## src/rtl/core/tet_pkg.sv

```systemverilog
// Package for the tempo envelope table: sizes, command and status codes,
// and the cell-to-cell structs. No dependencies.
`timescale 1ns / 1ps
package tet_pkg;
	localparam int MAX_POINTS_DEF = 16;
	localparam int TICK_W = 32;
	localparam int TEMPO_W = 24;
	localparam int HELD_W = 5;
	localparam int STATUS_W = 3;
	localparam int INDEX_W = 4;
	localparam int CMD_W = 2;

	typedef enum logic [CMD_W-1:0] {
		CMD_INSERT = 2'd0,
		CMD_REMOVE_IDX = 2'd1,
		CMD_QUERY = 2'd2,
		CMD_REMOVE_MATCH = 2'd3
	} cmd_t;

	typedef enum logic [STATUS_W-1:0] {
		ST_OK = 3'd0,
		ST_FULL = 3'd1,
		ST_EMPTY = 3'd2,
		ST_INDEX = 3'd3,
		ST_NOTFOUND = 3'd4
	} status_t;

	typedef enum logic [2:0] {
		S_IDLE,
		S_SCAN,
		S_APPLY,
		S_DIV,
		S_DONE
	} state_t;

	typedef struct packed {
		logic [TICK_W-1:0] tick;
		logic [TEMPO_W-1:0] tempo;
	} point_t;

	// Per-cell control broadcast from the sequencer.
	typedef enum logic [1:0] {
		OP_HOLD = 2'd0,
		OP_WRITE = 2'd1,
		OP_SHIFT_UP = 2'd2,
		OP_SHIFT_DOWN = 2'd3
	} cell_op_t;
endpackage

```

## src/rtl/core/tet_cell.sv

```systemverilog
// One table cell: holds a point and takes a new one from the command,
// its lower neighbor or its upper neighbor. Depends on tet_pkg.
`timescale 1ns / 1ps
module tet_cell (
	input  logic             clk,
	input  tet_pkg::cell_op_t op,
	input  tet_pkg::point_t   wr_pt,
	input  tet_pkg::point_t   lo_pt,
	input  tet_pkg::point_t   hi_pt,
	output tet_pkg::point_t   pt_q
);
	import tet_pkg::*;

	always_ff @(posedge clk) begin
		case (op)
			OP_WRITE: pt_q <= wr_pt;
			OP_SHIFT_UP: pt_q <= lo_pt;
			OP_SHIFT_DOWN: pt_q <= hi_pt;
			default: pt_q <= pt_q;
		endcase
	end
endmodule

```

## src/rtl/core/tet_div.sv

```systemverilog
// Restoring divider, one quotient bit a cycle, 56-bit dividend by
// 32-bit divisor. Depends on tet_pkg.
`timescale 1ns / 1ps
module tet_div (
	input  logic                        clk,
	input  logic                        arst_n,
	input  logic                        start,
	input  logic [tet_pkg::TICK_W+tet_pkg::TEMPO_W-1:0] dividend,
	input  logic [tet_pkg::TICK_W-1:0]  divisor,
	output logic                        busy,
	output logic [tet_pkg::TICK_W+tet_pkg::TEMPO_W-1:0] quotient
);
	import tet_pkg::*;
	localparam int NW = TICK_W + TEMPO_W;
	localparam int CW = $clog2(NW + 1);

	logic [NW-1:0] num_q;
	logic [TICK_W-1:0] den_q;
	logic [TICK_W:0] rem_q;
	logic [CW-1:0] cnt_q;
	logic [TICK_W:0] trial;
	logic [TICK_W:0] rsh;

	assign rsh = {rem_q[TICK_W-1:0], num_q[NW-1]};
	assign trial = rsh - {1'b0, den_q};
	assign quotient = num_q;

	always_ff @(posedge clk or negedge arst_n) begin
		if (!arst_n) begin
			busy <= 1'b0;
			cnt_q <= '0;
		end else if (start) begin
			busy <= 1'b1;
			cnt_q <= CW'(NW);
		end else if (busy) begin
			cnt_q <= cnt_q - 1'b1;
			if (cnt_q == CW'(1)) busy <= 1'b0;
		end
	end

	always_ff @(posedge clk) begin
		if (start) begin
			num_q <= dividend;
			den_q <= divisor;
			rem_q <= '0;
		end else if (busy) begin
			if (!trial[TICK_W]) begin
				rem_q <= trial;
				num_q <= {num_q[NW-2:0], 1'b1};
			end else begin
				rem_q <= rsh;
				num_q <= {num_q[NW-2:0], 1'b0};
			end
		end
	end
endmodule

```

## src/rtl/core/tempo_envelope_table_top.sv

```systemverilog
// Tempo envelope table top: sequencer over a row of point cells plus a
// serial divider. Depends on tet_pkg, tet_cell, tet_div.
//
// Usage:
//   Input channel (valid/ready) carries cmd, point_tick, point_tempo,
//   entry_index. Output channel (out_valid/out_ready) carries tempo_out,
//   points_held, status. One result per input transfer.
//   One command at a time. After the input transfer the scan walks the table
//   up to the point count, then the apply state acts on the command. An
//   interpolating query stops its scan at the bracketing entry and then runs
//   the bit-serial divider for its 56 quotient bits before out_valid rises.
//   in_ready returns in the cycle after the result transfer.
//   Table contents move through the cell row: insert shifts cells up or
//   overwrites an equal tick, removes shift cells down, all in the same cycle.
//   Reset clears the point count and control; cell contents are not
//   cleared and are only read below the count.
//   While the receiver stalls, the result is held and in_ready stays low.
`timescale 1ns / 1ps
module tempo_envelope_table_top #(
	parameter int MAX_POINTS = tet_pkg::MAX_POINTS_DEF
) (
	input  logic                         clk,
	input  logic                         arst_n,
	input  logic                         in_valid,
	output logic                         in_ready,
	input  logic [tet_pkg::CMD_W-1:0]    cmd,
	input  logic [tet_pkg::TICK_W-1:0]   point_tick,
	input  logic [tet_pkg::TEMPO_W-1:0]  point_tempo,
	input  logic [tet_pkg::INDEX_W-1:0]  entry_index,
	output logic                         out_valid,
	input  logic                         out_ready,
	output logic [tet_pkg::TEMPO_W-1:0]  tempo_out,
	output logic [$clog2(MAX_POINTS+1)-1:0] points_held,
	output logic [tet_pkg::STATUS_W-1:0] status
);
	import tet_pkg::*;
	localparam int CNTW = $clog2(MAX_POINTS + 1);
	localparam int IW = $clog2(MAX_POINTS);
	localparam int NW = TICK_W + TEMPO_W;

	state_t state_q, state_d;
	cmd_t cmd_q;
	point_t in_pt_q;
	logic [INDEX_W-1:0] idx_in_q;
	logic [CNTW-1:0] cnt_q;
	logic [CNTW-1:0] scan_q;
	logic found_q;
	logic [TEMPO_W-1:0] res_tempo_q;
	status_t res_status_q;
	status_t apply_st;
	point_t prev_q;
	logic neg_q;
	logic [TEMPO_W-1:0] base_q;

	point_t cells [MAX_POINTS];
	cell_op_t ops [MAX_POINTS];
	point_t cur;
	logic [IW-1:0] scan_i;
	logic [IW-1:0] pos_i;

	logic div_start, div_busy;
	logic [NW-1:0] div_num, div_quo;
	logic [TICK_W-1:0] div_den;

	// scan position selects a cell; used by the walk and by S_APPLY
	assign scan_i = scan_q[IW-1:0];
	assign cur = cells[scan_i];

	for (genvar g = 0; g < MAX_POINTS; g++) begin : g_cell
		point_t lo, hi;
		if (g == 0) begin : g_lo0
			assign lo = in_pt_q;
		end else begin : g_lo
			assign lo = cells[g-1];
		end
		if (g == MAX_POINTS - 1) begin : g_hiN
			assign hi = cells[g];
		end else begin : g_hi
			assign hi = cells[g+1];
		end
		tet_cell u_cell (
			.clk  (clk),
			.op   (ops[g]),
			.wr_pt(in_pt_q),
			.lo_pt(lo),
			.hi_pt(hi),
			.pt_q (cells[g])
		);
	end

	tet_div u_div (
		.clk     (clk),
		.arst_n  (arst_n),
		.start   (div_start),
		.dividend(div_num),
		.divisor (div_den),
		.busy    (div_busy),
		.quotient(div_quo)
	);

	// Scan: scan_q is the target position and found_q flags a hit when S_APPLY starts
	logic [TEMPO_W-1:0] dmag;
	logic [TICK_W-1:0] off;
	assign dmag = (cur.tempo < prev_q.tempo) ? (prev_q.tempo - cur.tempo)
		: (cur.tempo - prev_q.tempo);
	assign off = in_pt_q.tick - prev_q.tick;

	always_comb begin
		state_d = state_q;
		div_start = 1'b0;
		div_num = NW'(off) * NW'(dmag);
		div_den = cur.tick - prev_q.tick;
		pos_i = scan_i;
		apply_st = ST_OK;
		for (int i = 0; i < MAX_POINTS; i++) ops[i] = OP_HOLD;
		case (state_q)
			S_IDLE: if (in_valid) state_d = S_SCAN;
			S_SCAN: begin
				if (scan_q >= cnt_q) state_d = S_APPLY;
				else begin
					case (cmd_q)
						CMD_INSERT: if (cur.tick >= in_pt_q.tick) state_d = S_APPLY;
						CMD_REMOVE_MATCH: if (cur == in_pt_q) state_d = S_APPLY;
						CMD_QUERY: if (scan_q != '0 && in_pt_q.tick < cur.tick &&
							in_pt_q.tick >= prev_q.tick) state_d = S_APPLY;
						default: state_d = S_APPLY;
					endcase
				end
			end
			S_APPLY: begin
				state_d = S_DONE;
				case (cmd_q)
					CMD_INSERT: begin
						if (scan_q < cnt_q && cur.tick == in_pt_q.tick) begin
							ops[pos_i] = OP_WRITE;
						end else if (cnt_q < CNTW'(MAX_POINTS)) begin
							for (int i = 0; i < MAX_POINTS; i++) begin
								if (CNTW'(i) > scan_q && CNTW'(i) <= cnt_q) ops[i] = OP_SHIFT_UP;
							end
							ops[pos_i] = OP_WRITE;
						end else begin
							apply_st = ST_FULL;
						end
					end
					CMD_REMOVE_IDX: begin
						if (CNTW'(idx_in_q) < cnt_q) begin
							for (int i = 0; i < MAX_POINTS; i++) begin
								if (CNTW'(i) >= CNTW'(idx_in_q) && CNTW'(i + 1) < cnt_q)
									ops[i] = OP_SHIFT_DOWN;
							end
						end else begin
							apply_st = ST_INDEX;
						end
					end
					CMD_REMOVE_MATCH: begin
						if (scan_q < cnt_q) begin
							for (int i = 0; i < MAX_POINTS; i++) begin
								if (CNTW'(i) >= scan_q && CNTW'(i + 1) < cnt_q)
									ops[i] = OP_SHIFT_DOWN;
							end
						end else begin
							apply_st = ST_NOTFOUND;
						end
					end
					default: begin
						if (cnt_q == '0) begin
							apply_st = ST_EMPTY;
						end else if (scan_q < cnt_q) begin
							div_start = 1'b1;
							state_d = S_DIV;
						end
					end
				endcase
			end
			S_DIV: if (!div_busy) state_d = S_DONE;
			default: if (out_ready) state_d = S_IDLE;
		endcase
	end

	assign in_ready = (state_q == S_IDLE);
	assign out_valid = (state_q == S_DONE);
	assign tempo_out = res_tempo_q;
	assign points_held = cnt_q;
	assign status = res_status_q;

	always_ff @(posedge clk or negedge arst_n) begin
		if (!arst_n) begin
			state_q <= S_IDLE;
			cnt_q <= '0;
		end else begin
			state_q <= state_d;
			if (state_q == S_APPLY) begin
				case (cmd_q)
					CMD_INSERT: if (!(scan_q < cnt_q && cur.tick == in_pt_q.tick) &&
						cnt_q < CNTW'(MAX_POINTS)) cnt_q <= cnt_q + 1'b1;
					CMD_REMOVE_IDX: if (CNTW'(idx_in_q) < cnt_q) cnt_q <= cnt_q - 1'b1;
					CMD_REMOVE_MATCH: if (scan_q < cnt_q) cnt_q <= cnt_q - 1'b1;
					default: cnt_q <= cnt_q;
				endcase
			end
		end
	end

	always_ff @(posedge clk) begin
		case (state_q)
			S_IDLE: begin
				cmd_q <= cmd_t'(cmd);
				in_pt_q <= '{tick: point_tick, tempo: point_tempo};
				idx_in_q <= entry_index;
				scan_q <= '0;
				found_q <= 1'b0;
			end
			S_SCAN: if (state_d == S_SCAN) begin
				prev_q <= cur;
				scan_q <= scan_q + 1'b1;
			end else begin
				found_q <= (scan_q < cnt_q);
			end
			S_APPLY: begin
				res_status_q <= apply_st;
				res_tempo_q <= (cmd_q == CMD_QUERY && cnt_q != '0 && scan_q >= cnt_q) ?
					prev_q.tempo : '0;
				neg_q <= cur.tempo < prev_q.tempo;
				base_q <= prev_q.tempo;
			end
			S_DIV: if (!div_busy && found_q)
				res_tempo_q <= neg_q ? base_q - div_quo[TEMPO_W-1:0]
					: base_q + div_quo[TEMPO_W-1:0];
			default: ;
		endcase
	end
endmodule

```

## config.mk

```make
export PLATFORM = sky130hd
export DESIGN_NAME = tempo_envelope_table_top
export DESIGN_NICKNAME = d
export VERILOG_FILES = /design/src/rtl/core/tet_pkg.sv /design/src/rtl/core/tet_cell.sv /design/src/rtl/core/tet_div.sv /design/src/rtl/core/tempo_envelope_table_top.sv
export SDC_FILE = /design/constraint.sdc
export NUM_CORES = 2
export LEC_CHECK = 0
export BUFFER_PORTS_ARGS = -buffer_cell sky130_fd_sc_hd__buf_2
export CELL_PAD_IN_SITES_DETAIL_PLACEMENT = 0
export CELL_PAD_IN_SITES_GLOBAL_PLACEMENT = 1
export CORE_UTILIZATION = 53
export DETAILED_ROUTE_END_ITERATION = 8
export GPL_ROUTABILITY_DRIVEN = 0
export GPL_TIMING_DRIVEN = 0
export PLACE_DENSITY_LB_ADDON = 0.1
export SLEW_MARGIN = 20
export SYNTH_ARGS = -nofsm -noshare
export SYNTH_HDL_FRONTEND = slang
export SYNTH_HIERARCHICAL = 1
export SYNTH_SLANG_ARGS = --single-unit
```

## constraint.sdc

```tcl
create_clock -name clk -period 13.84 [get_ports clk]
set_input_delay 2.076 -clock clk [delete_from_list [all_inputs] [get_ports clk]]
set_output_delay 2.076 -clock clk [all_outputs]
set_load 0.05 [all_outputs]
```

Word-level counts from Yosys, hierarchy flattened
Cells that the tools add are included.

word-level totals
  register bits after elaboration = 1207
  latch bits = 0
  bits in writable memories = 0
  memory bits (read-only) = 0
  bits of input ports = 66
  output and inout bits = 34
  logic and storage cells = 492
  memories kept = 0

operators by class
  add/sub/neg operators = 11
  $mul = 1
  divide/modulo/power cells = 0
  order comparisons = 89
  equality and inequality tests = 64
  shift-type cells = 0
  mux-type cells = 183
  bitwise operators = 4
  reductions and logical operators = 89

operator list
  kind                                                           count
  one-hot mux 56 bit (3 select lines)                            14
  two-way mux 2 bit                                              115
  binary-select mux 56 bit (select 4 bit)                        1
  two-way mux 56 bit                                             4
  one-hot mux 56 bit (2 select lines)                            2
  two-way mux 32 bit                                             6
  two-way mux 24 bit                                             4
  one-hot mux 32 bit (3 select lines)                            1
  subtractor 24 bit                                              3
  == test 2 bit (second input constant)                          33
  >= comparator 32 bit                                           2
  subtractor 32 bit                                              2
  == test 56 bit                                                 1
  multiplier 32 x 24 -> 56 bit                                   1
  logical AND 1 bit                                              55
  one-hot mux 24 bit (2 select lines)                            1
  nonzero test 3 bit                                             15
  >= comparator 4 x 5 -> 1 bit (first input constant)            8
  greater-than comparator 4 x 5 -> 1 bit (first input constant)  8
  <= comparator 4 x 5 -> 1 bit (first input constant)            8
  < comparator 4 x 5 -> 1 bit (first input constant)             8
  == test 2 x 1 -> 1 bit (second input constant)                 17
  two-way mux 3 bit                                              11
  subtractor 33 x 32 -> 33 bit                                   1
  other kinds (58)                                               120

Depth between registers and ports, before layout
  depth in word-level cells = 17
  mapped depth = 50
  mapped depth without buffers = 43

By module
Netlist, hierarchy kept.

by module, submodules not included
  module                    instances  cells each  area each (µm²)  seq. area each (µm²)
  tet_cell                  16         245         2905.3           1681.6
  tempo_envelope_table_top  1          4912        46228.1          5485.3
  tet_div                   1          635         6894.1           3458.3

Least setup slack after synthesis
No wires, ideal clock.

  path kind = reg-to-reg
  start point = register scan_q[0]
  end point = register u_div.num_q[53], in the netlist u_div/quotient[53] (data pin)
  setup time = 0.260 ns
  arrival time = 11.787 ns
  setup slack = 1.793 ns
  stages on the path, launching flop included = 42
  period minus slack after synthesis = 12.047 ns
  cell sequence = edfxtp_1 -> buf_2 -> buf_4 -> buf_4 -> buf_2 -> mux4_2 -> mux4_2 -> ha_1 -> clkbuf_1 -> o21ai_0 -> nand2b_1 -> a21oi_1 -> o31a_1 -> a21oi_1 -> o22ai_1 -> buf_2 -> mux2_2 -> xnor2_1 -> [... 6 more ...] -> fa_1 -> fa_1 -> fa_1 -> inv_1 -> fa_1 -> inv_1 -> ha_1 -> clkbuf_1 -> and4_1 -> a211o_1 -> a21o_1 -> a2111oi_0 -> o21ai_0 -> a311oi_1 -> o31a_1 -> or3_1 -> o311ai_0 -> mux2_2

RTL lines
  item                    RTL line                         RTL
  start, declared         tempo_envelope_table_top.sv:46   logic [CNTW-1:0] scan_q;
  start signal, assigned  tempo_envelope_table_top.sv:215  scan_q <= scan_q + 1'b1;
  end signal, assigned    tet_div.sv:43                    num_q <= dividend;
  end signal, assigned    tet_div.sv:49                    num_q <= {num_q[NW-2:0], 1'b1};
  end signal, assigned    tet_div.sv:52                    num_q <= {num_q[NW-2:0], 1'b0};
  end, declared           tet_div.sv:17                    logic [NW-1:0] num_q;

==> metrics.cfg <==
[route]
drc_errors = 2
ant_nets = 0
wl_per_cell_um = 30.1
drtIter0Drc = 8916
num_vias = 77800
via_per_inst = 6.29
first_pass_iters = 9
wl_um = 372000

[setup_path]
crit_type = flip-flop to flip-flop
critical_path.most_common_cell = fa_1
path_max_fanout = 10
worstSetupStartpointType = flip-flop
cpPeakStageDelay_ps = 580
worstPathArrival_ps = 14190
slowest_stage = clkdlybuf4s15_2
cp-end-kind = flip-flop
required_ps = 14370

[cells_and_area]
final_cells = 12400
utilization_pct = 59.1
nets = 10900
layout-drive-gt1-share_pct = 11.9
nFillCells = 15900
area_delta_synth_final_pct = 10.4

[synth]
yosysTopAreaCellShare_pct = 35.0
syn-num-nets = 10600
synth_cell_types = 89
synth_seq_area_share_pct = 36.0
synth_common_cells = 1344 x nor2_1, 1160 x edfxtp_1, 1151 x a21oi_1
syn_inst = 9467
synth_edf_count = 1160
yosys_warnings = 6
yosys-top-cells-area = edfxtp_1 35%, fa_1 13%, mux2i_1 9.3%
avgSynthCellArea_um2 = 10.5
synth_area_leader_cell = edfxtp_1
syn_area_um2 = 99600
yosysMostFrequentCell = nor2_1
synth-seq-cells = 1207
synth_flop_cell = edfxtp_1
synthArstFlopShare_pct = 1.24

[global_routing]
grt_pass1_vias = 77700
grtUsageTotal_pct = 38.8
grt_max_degree = 57
gr-total-overflow = 0
antenna_found_initial = 11
grt_pass1_wl_um = 534000

[hold_path]
hp-class = flip-flop to flip-flop

[timing]
layout_min_cycle_time_ps = 13650
period_share_pct = 98.6
tns_ps = 0
max_slew_margin_pct = 16.9
fmax_mhz = 73.3
drv_slew = 0
hold_viol = 0
tightestPinTransition_ps = 1240
finClkSkew_ps = 74.0
setup_viol = 0

[place]
dp.cells = 12100
hpwlAfterDp_um = 288000
portBuffers = 99

[die]
rows = 158
die_width_um = 436
start_util_pct = 53.5
fp.coreArea_um2 = 186000
dieArea_um2 = 190000
die_h_um = 436
io_pins = 100

[flow_run]
drv_cap = 0

[clocking]
tritoncts = yes
cts_root_buffer = clkbuf_16
clk_path_buf_depth = 3
ctsHtreeMaxLevel = 4
clk_pin_slew_worst_paths_ps = 70
cts_hold_buf = 0
numCtsBuffers = 144
cts_sinks = 1207
clk_latency_ps = 820

[run_status]
violations = DRC
status = finished with violations

[stage by stage]
| step | cell area, um2 | setup WS (ps) | hold WS, ps |
|---|---|---|---|
| global route | 110000 | -72.2 | 512 |
| CTS | 110000 | 33.3 | 490 |
| detailed placement | 104000 | -2790 | 493 |
| floorplan | 99600 | 1790 | 450 |
| finish | 110000 | 189 | 483 |
| global placement | 103000 | -3110 | 489 |
[critical path: cells and delay by family, from the launching register on]
| kind | cells | cell delay, ps |
|---|---|---|
| and+or+nand+nor | 3 | 740 |
| xor gates and xnor gates | 2 | 710 |
| muxes | 1 | 390 |
| DFF | 1 | 370 |
| AOI/OAI and AO/OA | 17 | 4220 |
| adders and majority gates | 9 | 4650 |
| buffers and inverters | 6 | 2230 |
[path summary, 6_finish.rpt]
path | from | end | slack (ps) | depth (start not counted)
max | scan_q[2] | u_div/quotient[55] | 190 | 38
min | u_div/rem_q[17] | u_div/rem_q[18] | 480 | 2
max reg2reg | scan_q[2] | u_div/quotient[55] | 190 | 38
min reg2reg | u_div/rem_q[17] | u_div/rem_q[18] | 480 | 2
min in group asynchronous | arst_n | u_div/cnt_q[0] | 1320 | 1
max in group asynchronous | arst_n | points_held[2] | 12040 | 1
[what timing repair did]
action / 4_1_cts / 5_1_grt
setup endpoints to repair: 37 / 16
setup buffers: 5 / 10
gates resized for setup: 152 / 67
pin swaps: 2 / 6
[area by class of cell]
class	count	area [um2]	share of cell area (%)
Timing Repair Buffer	161	1380	1.25
Antenna cell	10	25.0	0.0228
Clock buffer	177	3790	3.45
Tap cell	2480	3100	2.82
Sequential cell	1207	35800	32.6
Inverter	913	3430	3.12
Buffer	577	3970	3.61
Clock inverter	79	792	0.720
Multi-Input combinational cell	6761	57600	52.4
[cell usage in the layout (no fill, tap or decap), types with 27 or more instances in the layout]
cell type  count
o21a_1        39
a211oi_1      27
a311oi_1      32
buf_4         79
a21oi_1     1144
clkbuf_16    147
nor3_1        46
xnor2_1      142
buf_12        82
buf_2        225
buf_6         43
nand3_1       61
o21ai_0      137
nor2b_1       43
clkbuf_2      54
clkbuf_1     253
mux2i_1      921
inv_1        910
fa_1         664
clkinv_1      36
ha_1         403
xor2_1        60
xnor2_2       36
dfxtp_1       32
edfxtp_1    1160
and2_1        66
a21o_1       108
nor2_1      1340
nand2b_1      47
mux4_2       263
a31oi_1       30
nand2_1      702
mux2_2        56
[flip-flops by register name, summed over array words and instances (netlist names), 6 cells and up]
signal / count
u_div/quotient: 56
g_cell.lo: 56
g_cell.u_cell/pt_q: 896
base_q: 24
prev_q: 56
tempo_out: 24
u_div/cnt_q: 6
u_div/rem_q: 32
u_div/den_q: 32
[routing by layer]
metal | wire length (um) | vias up | part of all wire [%] | global-route usage, %
met3 | 39900 | 1104 | 11 | 9.86
met4 | 27800 | 6 | 7.5 | 24.6
li1 | - | 33500 | - | -
met1 | 135000 | 38700 | 36 | 47.2
met2 | 170000 | 4492 | 46 | 61.7
met5 | 53 | - | 0.014 | 0
[logic make-up after synthesis]
| group | count (synthesis) | synth area share, % |
|---|---|---|
| AO/OA/AOI/OAI | 1720 | 9.86 |
| XOR/XNOR | 269 | 2.37 |
| adder cells (fa/ha/maj) | 1071 | 18.5 |
| buffers and inverters | 1499 | 7.19 |
| flip-flops | 1207 | 36.0 |
| multiplexers | 1249 | 15.9 |
| AND/OR/NAND/NOR | 2452 | 10.2 |
Power is not shown: default switching activity piles up to over one toggle a cycle in this logic, so the estimate is an artifact.
